<file path="src/rtl/cfrw_pkg.sv">
// Shared types, constants and register codes for the command frame receiver watchdog.
package cfrw_pkg;

  // Default geometry of a command frame.
  localparam int PAYLOAD_BYTES_DEF = 9;
  localparam int DRIBBLE_INDEX_DEF = 8;

  // Configuration port geometry.
  localparam int CFG_ADDR_W = 5;
  localparam int CFG_DATA_W = 32;
  localparam int REG_IDX_W  = 3;

  // Register indexes, byte address is four times the index.
  localparam logic [REG_IDX_W-1:0] REG_FIRST_HDR   = 3'd0;
  localparam logic [REG_IDX_W-1:0] REG_SECOND_HDR  = 3'd1;
  localparam logic [REG_IDX_W-1:0] REG_DRIBBLE_ON  = 3'd2;
  localparam logic [REG_IDX_W-1:0] REG_TIMEOUT_LIM = 3'd3;
  localparam logic [REG_IDX_W-1:0] REG_DRIBBLE_SPD = 3'd4;

  // Register reset values.
  localparam logic [7:0]  FIRST_HDR_RST   = 8'd0;
  localparam logic [7:0]  SECOND_HDR_RST  = 8'd0;
  localparam logic [7:0]  DRIBBLE_ON_RST  = 8'd1;
  localparam logic [15:0] TIMEOUT_LIM_RST = 16'd100;
  localparam logic [14:0] DRIBBLE_SPD_RST = 15'd1500;

  // Saturation value of the tick counter.
  localparam logic [15:0] TICK_MAX = 16'hFFFF;

  // Item kinds carried in the action field.
  localparam logic ACT_BYTE = 1'b0;
  localparam logic ACT_TICK = 1'b1;

  // Parser phase.
  typedef enum logic [1:0] {
    PH_HUNT,
    PH_HDR2,
    PH_BODY
  } phase_t;

  // One input transfer.
  typedef struct packed {
    logic       action;
    logic [7:0] rx_data;
  } in_item_t;

  // One result transfer.
  typedef struct packed {
    logic signed [15:0] wheel_target_a;
    logic signed [15:0] wheel_target_b;
    logic signed [15:0] wheel_target_c;
    logic signed [15:0] wheel_target_d;
    logic [14:0]        dribble_output;
    logic               frame_done;
    logic               timed_out;
  } out_item_t;

  // Event from the parser when a byte completes a frame.
  typedef struct packed {
    logic             done;
    logic             drb_match;
    logic [3:0][15:0] targets;
  } frame_evt_t;

endpackage

</file>
<file path="src/rtl/cfrw_parser.sv">
// Header hunt, payload capture and frame decode for the command frame receiver.
module cfrw_parser
  import cfrw_pkg::*;
#(
  parameter int PAYLOAD_BYTES = PAYLOAD_BYTES_DEF,
  parameter int DRIBBLE_INDEX = DRIBBLE_INDEX_DEF
) (
  input  logic       clk,
  input  logic       rst_n,
  input  logic       byte_en,
  input  logic [7:0] rx_data,
  input  logic [7:0] first_hdr,
  input  logic [7:0] second_hdr,
  input  logic [7:0] dribble_on_code,
  output frame_evt_t evt
);

  localparam int CW = $clog2(PAYLOAD_BYTES);
  localparam logic [CW-1:0] LAST = CW'(PAYLOAD_BYTES - 1);

  phase_t        phase_r, phase_nxt;
  logic [CW-1:0] count_r, count_nxt;
  logic          store_we;
  logic          done;
  logic [7:0]    store_r [PAYLOAD_BYTES];
  logic [7:0]    dribble_byte;

  // Phase and payload counter registers.
  always_ff @(posedge clk) begin
    if (!rst_n) begin
      phase_r <= PH_HUNT;
      count_r <= '0;
    end else begin
      phase_r <= phase_nxt;
      count_r <= count_nxt;
    end
  end

  // Next phase: hunt for the first header, check the second, then count payload.
  always_comb begin
    phase_nxt = phase_r;
    count_nxt = count_r;
    store_we  = 1'b0;
    done      = 1'b0;
    unique case (phase_r)
      PH_HUNT: begin
        if (byte_en && rx_data == first_hdr) phase_nxt = PH_HDR2;
      end
      PH_HDR2: begin
        if (byte_en) begin
          if (rx_data == second_hdr) begin
            phase_nxt = PH_BODY;
            count_nxt = '0;
          end else begin
            phase_nxt = PH_HUNT;
          end
        end
      end
      PH_BODY: begin
        if (byte_en) begin
          store_we = 1'b1;
          if (count_r == LAST) begin
            done      = 1'b1;
            phase_nxt = PH_HUNT;
            count_nxt = '0;
          end else begin
            count_nxt = count_r + CW'(1);
          end
        end
      end
      default: begin
        phase_nxt = PH_HUNT;
        count_nxt = '0;
      end
    endcase
  end

  // Payload store, one byte per transfer in the body phase.
  always_ff @(posedge clk) begin
    if (store_we) store_r[count_r] <= rx_data;
  end

  // The dribble byte may be the byte arriving now, a stored payload byte, or lie past the payload.
  generate
    if (DRIBBLE_INDEX >= PAYLOAD_BYTES) begin : g_drb_none
      assign dribble_byte = 8'd0;
    end else if (DRIBBLE_INDEX == PAYLOAD_BYTES - 1) begin : g_drb_last
      assign dribble_byte = rx_data;
    end else begin : g_drb_store
      assign dribble_byte = store_r[DRIBBLE_INDEX];
    end
  endgenerate

  // Big-endian wheel targets from the first eight payload bytes.
  always_comb begin
    evt.done      = done;
    evt.drb_match = (dribble_byte == dribble_on_code);
    for (int k = 0; k < 4; k++) begin
      evt.targets[k] = {store_r[2*k], store_r[2*k+1]};
    end
  end

endmodule

</file>
<file path="src/rtl/command_frame_receiver_watchdog.sv">
// Top level of the command frame receiver with tick watchdog and APB-style registers.
// Each input transfer is either a received serial byte or a control tick, and each
// produces exactly one result transfer. The block takes one item per clock cycle:
// the parser, the watchdog counter and the target update are combinational and land
// in the output register, so a result appears in the cycle after its item is accepted
// and a new item is taken whenever the output register is empty or being drained in
// the same cycle. Throughput is therefore one item per cycle as long as the result
// side keeps out_ready high. The targets are zeroed on any item after which the tick
// count is at or above timeout_limit; a completed frame clears the count.
// The user must write configuration registers while the block is idle (not enforced).
module command_frame_receiver_watchdog
  import cfrw_pkg::*;
#(
  parameter int PAYLOAD_BYTES = PAYLOAD_BYTES_DEF,
  parameter int DRIBBLE_INDEX = DRIBBLE_INDEX_DEF
) (
  input  logic                  clk,
  input  logic                  rst_n,
  input  logic                  in_valid,
  output logic                  in_ready,
  input  in_item_t              in_data,
  output logic                  out_valid,
  input  logic                  out_ready,
  output out_item_t             out_data,
  input  logic                  cfg_psel,
  input  logic                  cfg_penable,
  input  logic                  cfg_pwrite,
  input  logic [CFG_ADDR_W-1:0] cfg_paddr,
  input  logic [CFG_DATA_W-1:0] cfg_pwdata,
  output logic [CFG_DATA_W-1:0] cfg_prdata,
  output logic                  cfg_pready
);

  logic [7:0]       first_hdr_r;
  logic [7:0]       second_hdr_r;
  logic [7:0]       dribble_on_r;
  logic [15:0]      timeout_lim_r;
  logic [14:0]      dribble_spd_r;
  logic             cfg_wr;
  logic [REG_IDX_W-1:0] cfg_idx;

  logic             acc;
  logic             tick;
  frame_evt_t       evt;
  logic [15:0]      ticks_r, ticks_nxt;
  logic [3:0][15:0] targets_r, targets_nxt;
  logic             dribble_r, dribble_nxt;
  logic             expired;
  logic             out_valid_r;
  out_item_t        out_data_r, out_data_nxt;

  // Configuration register writes.
  assign cfg_pready = 1'b1;
  assign cfg_wr     = cfg_psel && cfg_penable && cfg_pwrite && cfg_pready;
  assign cfg_idx    = cfg_paddr[CFG_ADDR_W-1:2];

  always_ff @(posedge clk) begin
    if (!rst_n) begin
      first_hdr_r   <= FIRST_HDR_RST;
      second_hdr_r  <= SECOND_HDR_RST;
      dribble_on_r  <= DRIBBLE_ON_RST;
      timeout_lim_r <= TIMEOUT_LIM_RST;
      dribble_spd_r <= DRIBBLE_SPD_RST;
    end else if (cfg_wr) begin
      case (cfg_idx)
        REG_FIRST_HDR:   first_hdr_r   <= cfg_pwdata[7:0];
        REG_SECOND_HDR:  second_hdr_r  <= cfg_pwdata[7:0];
        REG_DRIBBLE_ON:  dribble_on_r  <= cfg_pwdata[7:0];
        REG_TIMEOUT_LIM: timeout_lim_r <= cfg_pwdata[15:0];
        REG_DRIBBLE_SPD: dribble_spd_r <= cfg_pwdata[14:0];
        default: ;
      endcase
    end
  end

  // Register read back.
  always_comb begin
    case (cfg_idx)
      REG_FIRST_HDR:   cfg_prdata = {24'd0, first_hdr_r};
      REG_SECOND_HDR:  cfg_prdata = {24'd0, second_hdr_r};
      REG_DRIBBLE_ON:  cfg_prdata = {24'd0, dribble_on_r};
      REG_TIMEOUT_LIM: cfg_prdata = {16'd0, timeout_lim_r};
      REG_DRIBBLE_SPD: cfg_prdata = {17'd0, dribble_spd_r};
      default:         cfg_prdata = '0;
    endcase
  end

  // Input transfer handshake: the output register frees up as it drains.
  assign in_ready = !out_valid_r || out_ready;
  assign acc      = in_valid && in_ready;
  assign tick     = acc && (in_data.action == ACT_TICK);

  cfrw_parser #(
    .PAYLOAD_BYTES (PAYLOAD_BYTES),
    .DRIBBLE_INDEX (DRIBBLE_INDEX)
  ) u_parser (
    .clk             (clk),
    .rst_n           (rst_n),
    .byte_en         (acc && (in_data.action == ACT_BYTE)),
    .rx_data         (in_data.rx_data),
    .first_hdr       (first_hdr_r),
    .second_hdr      (second_hdr_r),
    .dribble_on_code (dribble_on_r),
    .evt             (evt)
  );

  // Watchdog counter, target and dribble flag update for the accepted item.
  always_comb begin
    ticks_nxt   = ticks_r;
    targets_nxt = targets_r;
    dribble_nxt = dribble_r;
    if (evt.done) begin
      ticks_nxt   = '0;
      targets_nxt = evt.targets;
      dribble_nxt = evt.drb_match;
    end else if (tick && ticks_r != TICK_MAX) begin
      ticks_nxt = ticks_r + 16'd1;
    end
    expired = (ticks_nxt >= timeout_lim_r);
    if (expired) targets_nxt = '0;
  end

  // Result for the accepted item.
  always_comb begin
    out_data_nxt.wheel_target_a = targets_nxt[0];
    out_data_nxt.wheel_target_b = targets_nxt[1];
    out_data_nxt.wheel_target_c = targets_nxt[2];
    out_data_nxt.wheel_target_d = targets_nxt[3];
    out_data_nxt.dribble_output = dribble_nxt ? dribble_spd_r : 15'd0;
    out_data_nxt.frame_done     = evt.done;
    out_data_nxt.timed_out      = expired;
  end

  // Watchdog state registers.
  always_ff @(posedge clk) begin
    if (!rst_n) begin
      ticks_r   <= '0;
      targets_r <= '0;
      dribble_r <= 1'b0;
    end else if (acc) begin
      ticks_r   <= ticks_nxt;
      targets_r <= targets_nxt;
      dribble_r <= dribble_nxt;
    end
  end

  // Output register.
  always_ff @(posedge clk) begin
    if (!rst_n) begin
      out_valid_r <= 1'b0;
    end else if (acc) begin
      out_valid_r <= 1'b1;
    end else if (out_ready) begin
      out_valid_r <= 1'b0;
    end
  end

  always_ff @(posedge clk) begin
    if (acc) out_data_r <= out_data_nxt;
  end

  assign out_valid = out_valid_r;
  assign out_data  = out_data_r;

  // A tick never completes a frame.
  a_tick_no_frame: assert property (@(posedge clk) disable iff (!rst_n)
    (rst_n && tick) |=> (out_valid_r && !out_data_r.frame_done))
    else $error("tick transfer reported frame_done");

  // A timed-out result always carries zero targets.
  a_timeout_zero: assert property (@(posedge clk) disable iff (!rst_n)
    (out_valid_r && out_data_r.timed_out) |->
      (out_data_r.wheel_target_a == 16'sd0 && out_data_r.wheel_target_b == 16'sd0 &&
       out_data_r.wheel_target_c == 16'sd0 && out_data_r.wheel_target_d == 16'sd0))
    else $error("timed-out result with nonzero targets");

  // A completed frame clears the tick counter.
  a_frame_clears: assert property (@(posedge clk) disable iff (!rst_n)
    (rst_n && acc && evt.done) |=> (ticks_r == 16'd0))
    else $error("frame did not clear the tick counter");

  // Without a frame the counter never goes down.
  a_ticks_mono: assert property (@(posedge clk) disable iff (!rst_n)
    (rst_n && acc && !evt.done) |=> (ticks_r >= $past(ticks_r)))
    else $error("tick counter decreased without a frame");

endmodule

</file>
<file path="config.mk">
export PLATFORM = sky130hd
export DESIGN_NAME = command_frame_receiver_watchdog
export DESIGN_NICKNAME = d
export VERILOG_FILES = /design/src/rtl/cfrw_pkg.sv /design/src/rtl/cfrw_parser.sv /design/src/rtl/command_frame_receiver_watchdog.sv
export SDC_FILE = /design/constraint.sdc
export NUM_CORES = 1
export LEC_CHECK = 0
export ABC_AREA = 0
export BUFFER_PORTS_ARGS = -buffer_cell sky130_fd_sc_hd__buf_2
export CORE_ASPECT_RATIO = 0.8
export CORE_MARGIN = 3
export CORE_UTILIZATION = 52
export CTS_CLUSTER_SIZE = 16
export DETAILED_ROUTE_END_ITERATION = 8
export GPL_ROUTABILITY_DRIVEN = 0
export MAX_ROUTING_LAYER = met4
export PLACE_DENSITY = 0.74
export RECOVER_POWER = 50
export SETUP_SLACK_MARGIN = 0.5
export SYNTH_ARGS = -nofsm -noshare
export SYNTH_HDL_FRONTEND = slang
export SYNTH_SLANG_ARGS = --single-unit
</file>
<file path="constraint.sdc">
create_clock -name clk -period 3.1 [get_ports clk]
set_input_delay 0.31 -clock clk [delete_from_list [all_inputs] [get_ports clk]]
set_output_delay 0.31 -clock clk [all_outputs]
set_load 0.05 [all_outputs]
</file>
# ---- Word-level counts from Yosys, hierarchy flattened
# Memories as Yosys holds them, arrays and structs flattened.
# Index checks and enable logic that the tools add are counted.
dict set report word_totals {
  register_bits 224
  output_inout_bits 116
  rom_bits 0
  input_bits 53
  mem_bits_rw 72
  mem_count 1
  latch_bits 0
}
dict set report op_classes {
  n_reduce_logical 19
  n_mux 26
  shifts 0
  eq_ne 16
  n_addsub 2
  bitwise 2
  n_lt_le_gt_ge 1
  div 0
  n_mul 0
}
# name words word_bits rd rd_ports_with_merged_regs wr line_no
set mem_list {}
lappend mem_list {u_parser.store_r 9 8 8 0 1 cfrw_parser.sv:25} ;# logic [7:0] store_r [PAYLOAD_BYTES];
# cell count
set ops {}
lappend ops {{64-bit two-way mux} 2}
lappend ops {{16-bit one-hot mux with 5 select lines} 1}
lappend ops {{16-bit two-way mux} 2}
lappend ops {{8-bit == test} 3}
lappend ops {{16-bit by 1-bit adder with 16-bit output (second input constant)} 1}
lappend ops {{16-bit greater-or-equal comparator} 1}
lappend ops {{4-bit two-way mux} 4}
lappend ops {{16-bit inequality test (second input constant)} 1}
lappend ops {{4-bit one-hot mux with 3 select lines} 1}
lappend ops {{1-bit two-way mux} 10}
lappend ops {{2-bit two-way mux} 5}
lappend ops {{2-bit by 1-bit inequality test with 1-bit output (second input constant)} 5}
lappend ops {{2-bit AND reduction} 5}
lappend ops {{4-bit AND reduction} 2}
lappend ops {{1-bit logical AND} 7}
lappend ops {{3-bit by 2-bit == test with 1-bit output (second input constant)} 2}
lappend ops {{2-bit one-hot mux with 3 select lines} 1}
lappend ops {{4-bit by 1-bit adder with 4-bit output (second input constant)} 1}
lappend ops {{4-bit == test (second input constant)} 1}
lappend ops {{3-bit by 1-bit == test with 1-bit output (second input constant)} 1}
lappend ops {{3-bit == test (second input constant)} 1}
lappend ops {{3-bit logical NOT} 1}
lappend ops {{2-bit by 1-bit == test with 1-bit output (second input constant)} 1}
lappend ops {{2-bit == test (second input constant)} 1}
lappend ops {{5 further kinds} 6}

# ---- Logic depth before layout (Yosys ltp)
dict set report depth {
  ltp_word 9
  depth_mapped 17
  depth_no_buf 12
}

# ---- Modules after synthesis
# From an unflattened synthesis, not the netlist that was laid out.
dict set report unflattened {
  cells_unflattened 1120
  hier_area_um2 12537.0
}
# mod seq_area_each_um2 area_per_inst_um2 instances cells_each
set modules_own_cells {}
lappend modules_own_cells {command_frame_receiver_watchdog 5175.0 9884.5 1 970}
lappend modules_own_cells {cfrw_parser 2042.0 2652.5 1 150}

# ---- Least setup slack after synthesis
# Ideal clock, no wire load.
dict set report synth_timing {
  path_type {reg-to-reg}
  startpoint {register out_valid_r (netlist: out_valid)}
  endpoint {register out_data_r, in the netlist out_data[0] (enable)}
  path_slack_ns -0.589
  required_ns 2.666
  arrival_time_ns 3.254
  setup_time_ns 0.434
  path_stages_with_launch 7
  cell_sequence {dfxtp_1 > nor2b_4 > inv_1 > nand2_1 > clkbuf_1 > clkbuf_1 > inv_1}
}
dict set report synth_via {
  elab_chain_cells 3
}
# element line_no
set synth_lines {}
lappend synth_lines {{start: declaration} command_frame_receiver_watchdog.sv:49} ;# logic out_valid_r;
lappend synth_lines {{start signal: assignment} command_frame_receiver_watchdog.sv:150} ;# out_valid_r <= 1'b0;
lappend synth_lines {{start signal: assignment} command_frame_receiver_watchdog.sv:152} ;# out_valid_r <= 1'b1;
lappend synth_lines {{start signal: assignment} command_frame_receiver_watchdog.sv:154} ;# out_valid_r <= 1'b0;
lappend synth_lines {{1-bit logical NOT} command_frame_receiver_watchdog.sv:89} ;# assign in_ready = !out_valid_r || out_ready;
lappend synth_lines {{1-bit logical OR} command_frame_receiver_watchdog.sv:89}
lappend synth_lines {{via in_ready} command_frame_receiver_watchdog.sv:20} ;# output logic in_ready,
lappend synth_lines {{1-bit logical AND} command_frame_receiver_watchdog.sv:90} ;# assign acc = in_valid && in_ready;
lappend synth_lines {{via acc} command_frame_receiver_watchdog.sv:42} ;# logic acc;
lappend synth_lines {{end signal: assignment} command_frame_receiver_watchdog.sv:159} ;# if (acc) out_data_r <= out_data_nxt;
lappend synth_lines {{end: declaration} command_frame_receiver_watchdog.sv:50} ;# out_item_t out_data_r, out_data_nxt;
# The timed path passes the listed nets, and every way through them passes these cells.
# A chain may end at the register's enable or synchronous reset.

==> out/results.tsv <==
stage	metric	value	unit
run_status	status	complete, but fails checks	
run_status	violations	negative setup slack	
finish	syn2layout_area_growth	29.08	%
sta	maxSlewHeadroom	28.77	%
setup_path	worst_setup_path_start_kind	flip-flop	
die	ios	169	
setup_path	cp-end-kind	flip-flop	
global_routing	grt_pass1_wl	59.82	mm
sta	tightest_slew	1.068	ns
placed_design	dp_cells	1726	
power	powerDensity	486.3	nW/um2
clock_tree	cts_root_buffer	clkbuf_16	
clock_tree	cts_made_buffers	29	
die	fp.dieW	183.6	um
sta	period_share	111.2	%
synth	synth_edf_count	145	
routing	vias	11420	
routing	drc_errors	0	
global_routing	antenna_found_initial	0	
setup_path	reg2regPathDepth	19	
sta	rsz0062_at_grt	yes	
synth	syn_inst	1307	
clock_tree	clk_pin_slew_worst_paths	0.07	ns
routing	drt_iter0_drc	1304	
hold_path	whs_path_depth	3	
sta	hold_viol	0	
job	maxCapViolations	0	
finish	post-route-util	68.97	%
synth	async_flop_share	0	%
global_routing	grt_pass1_vias	11030	
setup_path	path_class	reg -> reg	
global_routing	grt.total_usage	28.19	%
placed_design	dp_hpwl	21.40	mm
sta	layout_setup_ws	-0.3481	ns
sta	worst_clock_skew	0.01458	ns
sta	fin_crit	3.448	ns
finish	drive_above_1_share	23.10	%
finish	final_cell_mix	nand2_1 (204), edfxtp_1 (145), nand3_1 (144)	
power	finalPower	8.240	mW
routing	via_per_inst	6.245	
die	coreArea	24570	um2
synth	synth_flop_cell	edfxtp_1	
finish	fillerInstances	1706	
die	num_rows	51	
synth	synth.avg_cell_area	10.04	um2
placed_design	placed_cell_area	14350	um2
setup_path	worstPathArrival	3.83	ns
setup_path	required	3.48	ns
finish	final_common_cell	nand2_1	
finish	fin_nets	1563	
sta	setup_viol	129	
power	p_leak	5.653	nW
synth	synth_area	13130	um2
die	die_h	148.1	um
setup_path	critPathMaxFanout	14	
synth	synth_seq_cells	288	
global_routing	grt_remaining_overflow	0	
sta	fmax	290.0	MHz
finish	antennaDiodeCount	0	
hold_path	hp-class	in -> reg	
power	ir_drop	0.0003965	V
die	initial_core_util	53.44	%
routing	firstDrtPassIters	5	
clock_tree	clock_latency	0.55	ns
die	dieArea	27200	um2
placed_design	portBuffers	133	
global_routing	grt_max_degree	83	
finish	stdcell_area	16950	um2
clock_tree	clock_path_buffers	3	
sta	holdWs	0.01296	ns
clock_tree	clkSinkCount	288	
clock_tree	cts_tree	yes	
sta	finalMaxSlewViolations	0	
clock_tree	htreeDepth	1	
finish	instances_no_fill	1829	
synth	yosysWarnings	0	
routing	wl	39.95	mm
routing	wl_per_cell	21.84	um
synth	synth-seq-area-share	54.98	%
synth	ys_types	50	
routing	ant_nets	0	
critical path, stage by stage, from the launching register on:
cell,delay [ns]
dfxtp_2,0.36
ha_4,0.14
nand4_1,0.10
buf_6,0.16
nor4b_4,0.28
buf_6,0.18
buf_4,0.12
nor2_1,0.06
xor2_1,0.25
nand2_1,0.09
ha_1,0.28
nor2b_1,0.11
o21ai_1,0.08
buf_4,0.14
a31oi_4,0.21
o21ai_4,0.08
buf_12,0.15
buf_4,0.15
buf_16,0.15
a21oi_1,0.16
cells by family (layout without fill, tap and decap cells):
family	after synthesis	in the layout	synth area share (%)
xor+xnor	39	39	2.602
other cells	2	17	0.05721
mux	36	36	2.917
compound gates	272	272	14.20
buf+inv	152	341	5.595
flops	288	288	54.98
simple gates	497	497	17.65
fa+ha+maj	21	21	2.002
power breakdown:
| part | total (mW) | switching [mW] | internal [mW] |
|---|---|---|---|
| sequential | 4.08 | 0.0249 | 4.05 |
| clock | 3.51 | 1.52 | 1.99 |
| combinational | 0.654 | 0.542 | 0.112 |
layout make-up:
| cell class | instances | area [um2] | share of cell area (%) |
|---|---|---|---|
| well taps | 318 | 397.9 | 2.348 |
| flip-flops and latches | 288 | 7228 | 42.66 |
| clock inverters | 19 | 182.7 | 1.078 |
| clock buffers | 34 | 754.5 | 4.452 |
| multi-input cells | 882 | 6170 | 36.41 |
| inverters | 26 | 107.6 | 0.6350 |
| repair buffers | 262 | 2105 | 12.42 |
state kept, by name, indices dropped and copies added (netlist names):
signal and cells:
out_data 81, targets_r 64, u_parser.store_r 64, ticks_r 16, timeout_lim_r 16, dribble_spd_r 15, dribble_on_r 8, first_hdr_r 8
second_hdr_r 8, u_parser.count_r 4, u_parser.phase_r 2, dribble_r 1, out_valid 1
worst paths after layout:
check / from / to / slack [ns]
worst max-delay path: ticks_r[1] / out_data[44] / -0.35
worst min register to register: dribble_spd_r[14] / dribble_spd_r[14] / 0.47
worst min-delay path: cfg_pwdata[11] / timeout_lim_r[11] / 0.01
worst max register to register: ticks_r[1] / out_data[44] / -0.35
metal layers:
layer  vias up  share of wire (%)  track usage [%]
li1       5115                  -                -
met1      5555                 40            37.02
met2       640                 48            44.67
met3       113                9.1            4.817
met4         0                3.5            9.821
met5         -                  0                -
metrics by stage:
stage                     worst slack [ns]  setup TNS [ns]
after floorplan                    0.06171               0
after global placement             -0.2325          -24.65
after detailed placement           -0.2639          -27.62
after CTS                         -0.09685          -6.050
after global routing               -0.4683          -51.29
final                              -0.3481          -33.68
timing repair:
action,in CTS,in global routing
buffers inserted,22,7
gates resized for setup,124,83
hold buffers,4,0
hold endpoints to repair,5,0
pin swaps,69,78
endpoints found under the setup margin,144,144
cloned,14,3
synthesized netlist by cell type (11+ instances only):
cell | number | area share, %
nand4_1 | 11 | 0.52
nor2_1 | 58 | 1.7
nand2_1 | 205 | 5.9
a21oi_1 | 96 | 3.7
a22oi_1 | 14 | 0.80
clkbuf_1 | 65 | 1.9
nor4_1 | 12 | 0.57
o211ai_1 | 67 | 3.8
xnor2_1 | 15 | 1.0
nor3_1 | 11 | 0.42
buf_2 | 26 | 0.99
o2111ai_1 | 64 | 4.3
edfxtp_1 | 145 | 33
xor2_1 | 24 | 1.6
buf_4 | 23 | 1.3
ha_1 | 21 | 2.0
inv_1 | 24 | 0.69
nand3_1 | 147 | 5.6
and2_1 | 30 | 1.4
dfxtp_1 | 143 | 22
mux2i_1 | 27 | 2.1
(Power assumes the default switching activity.)
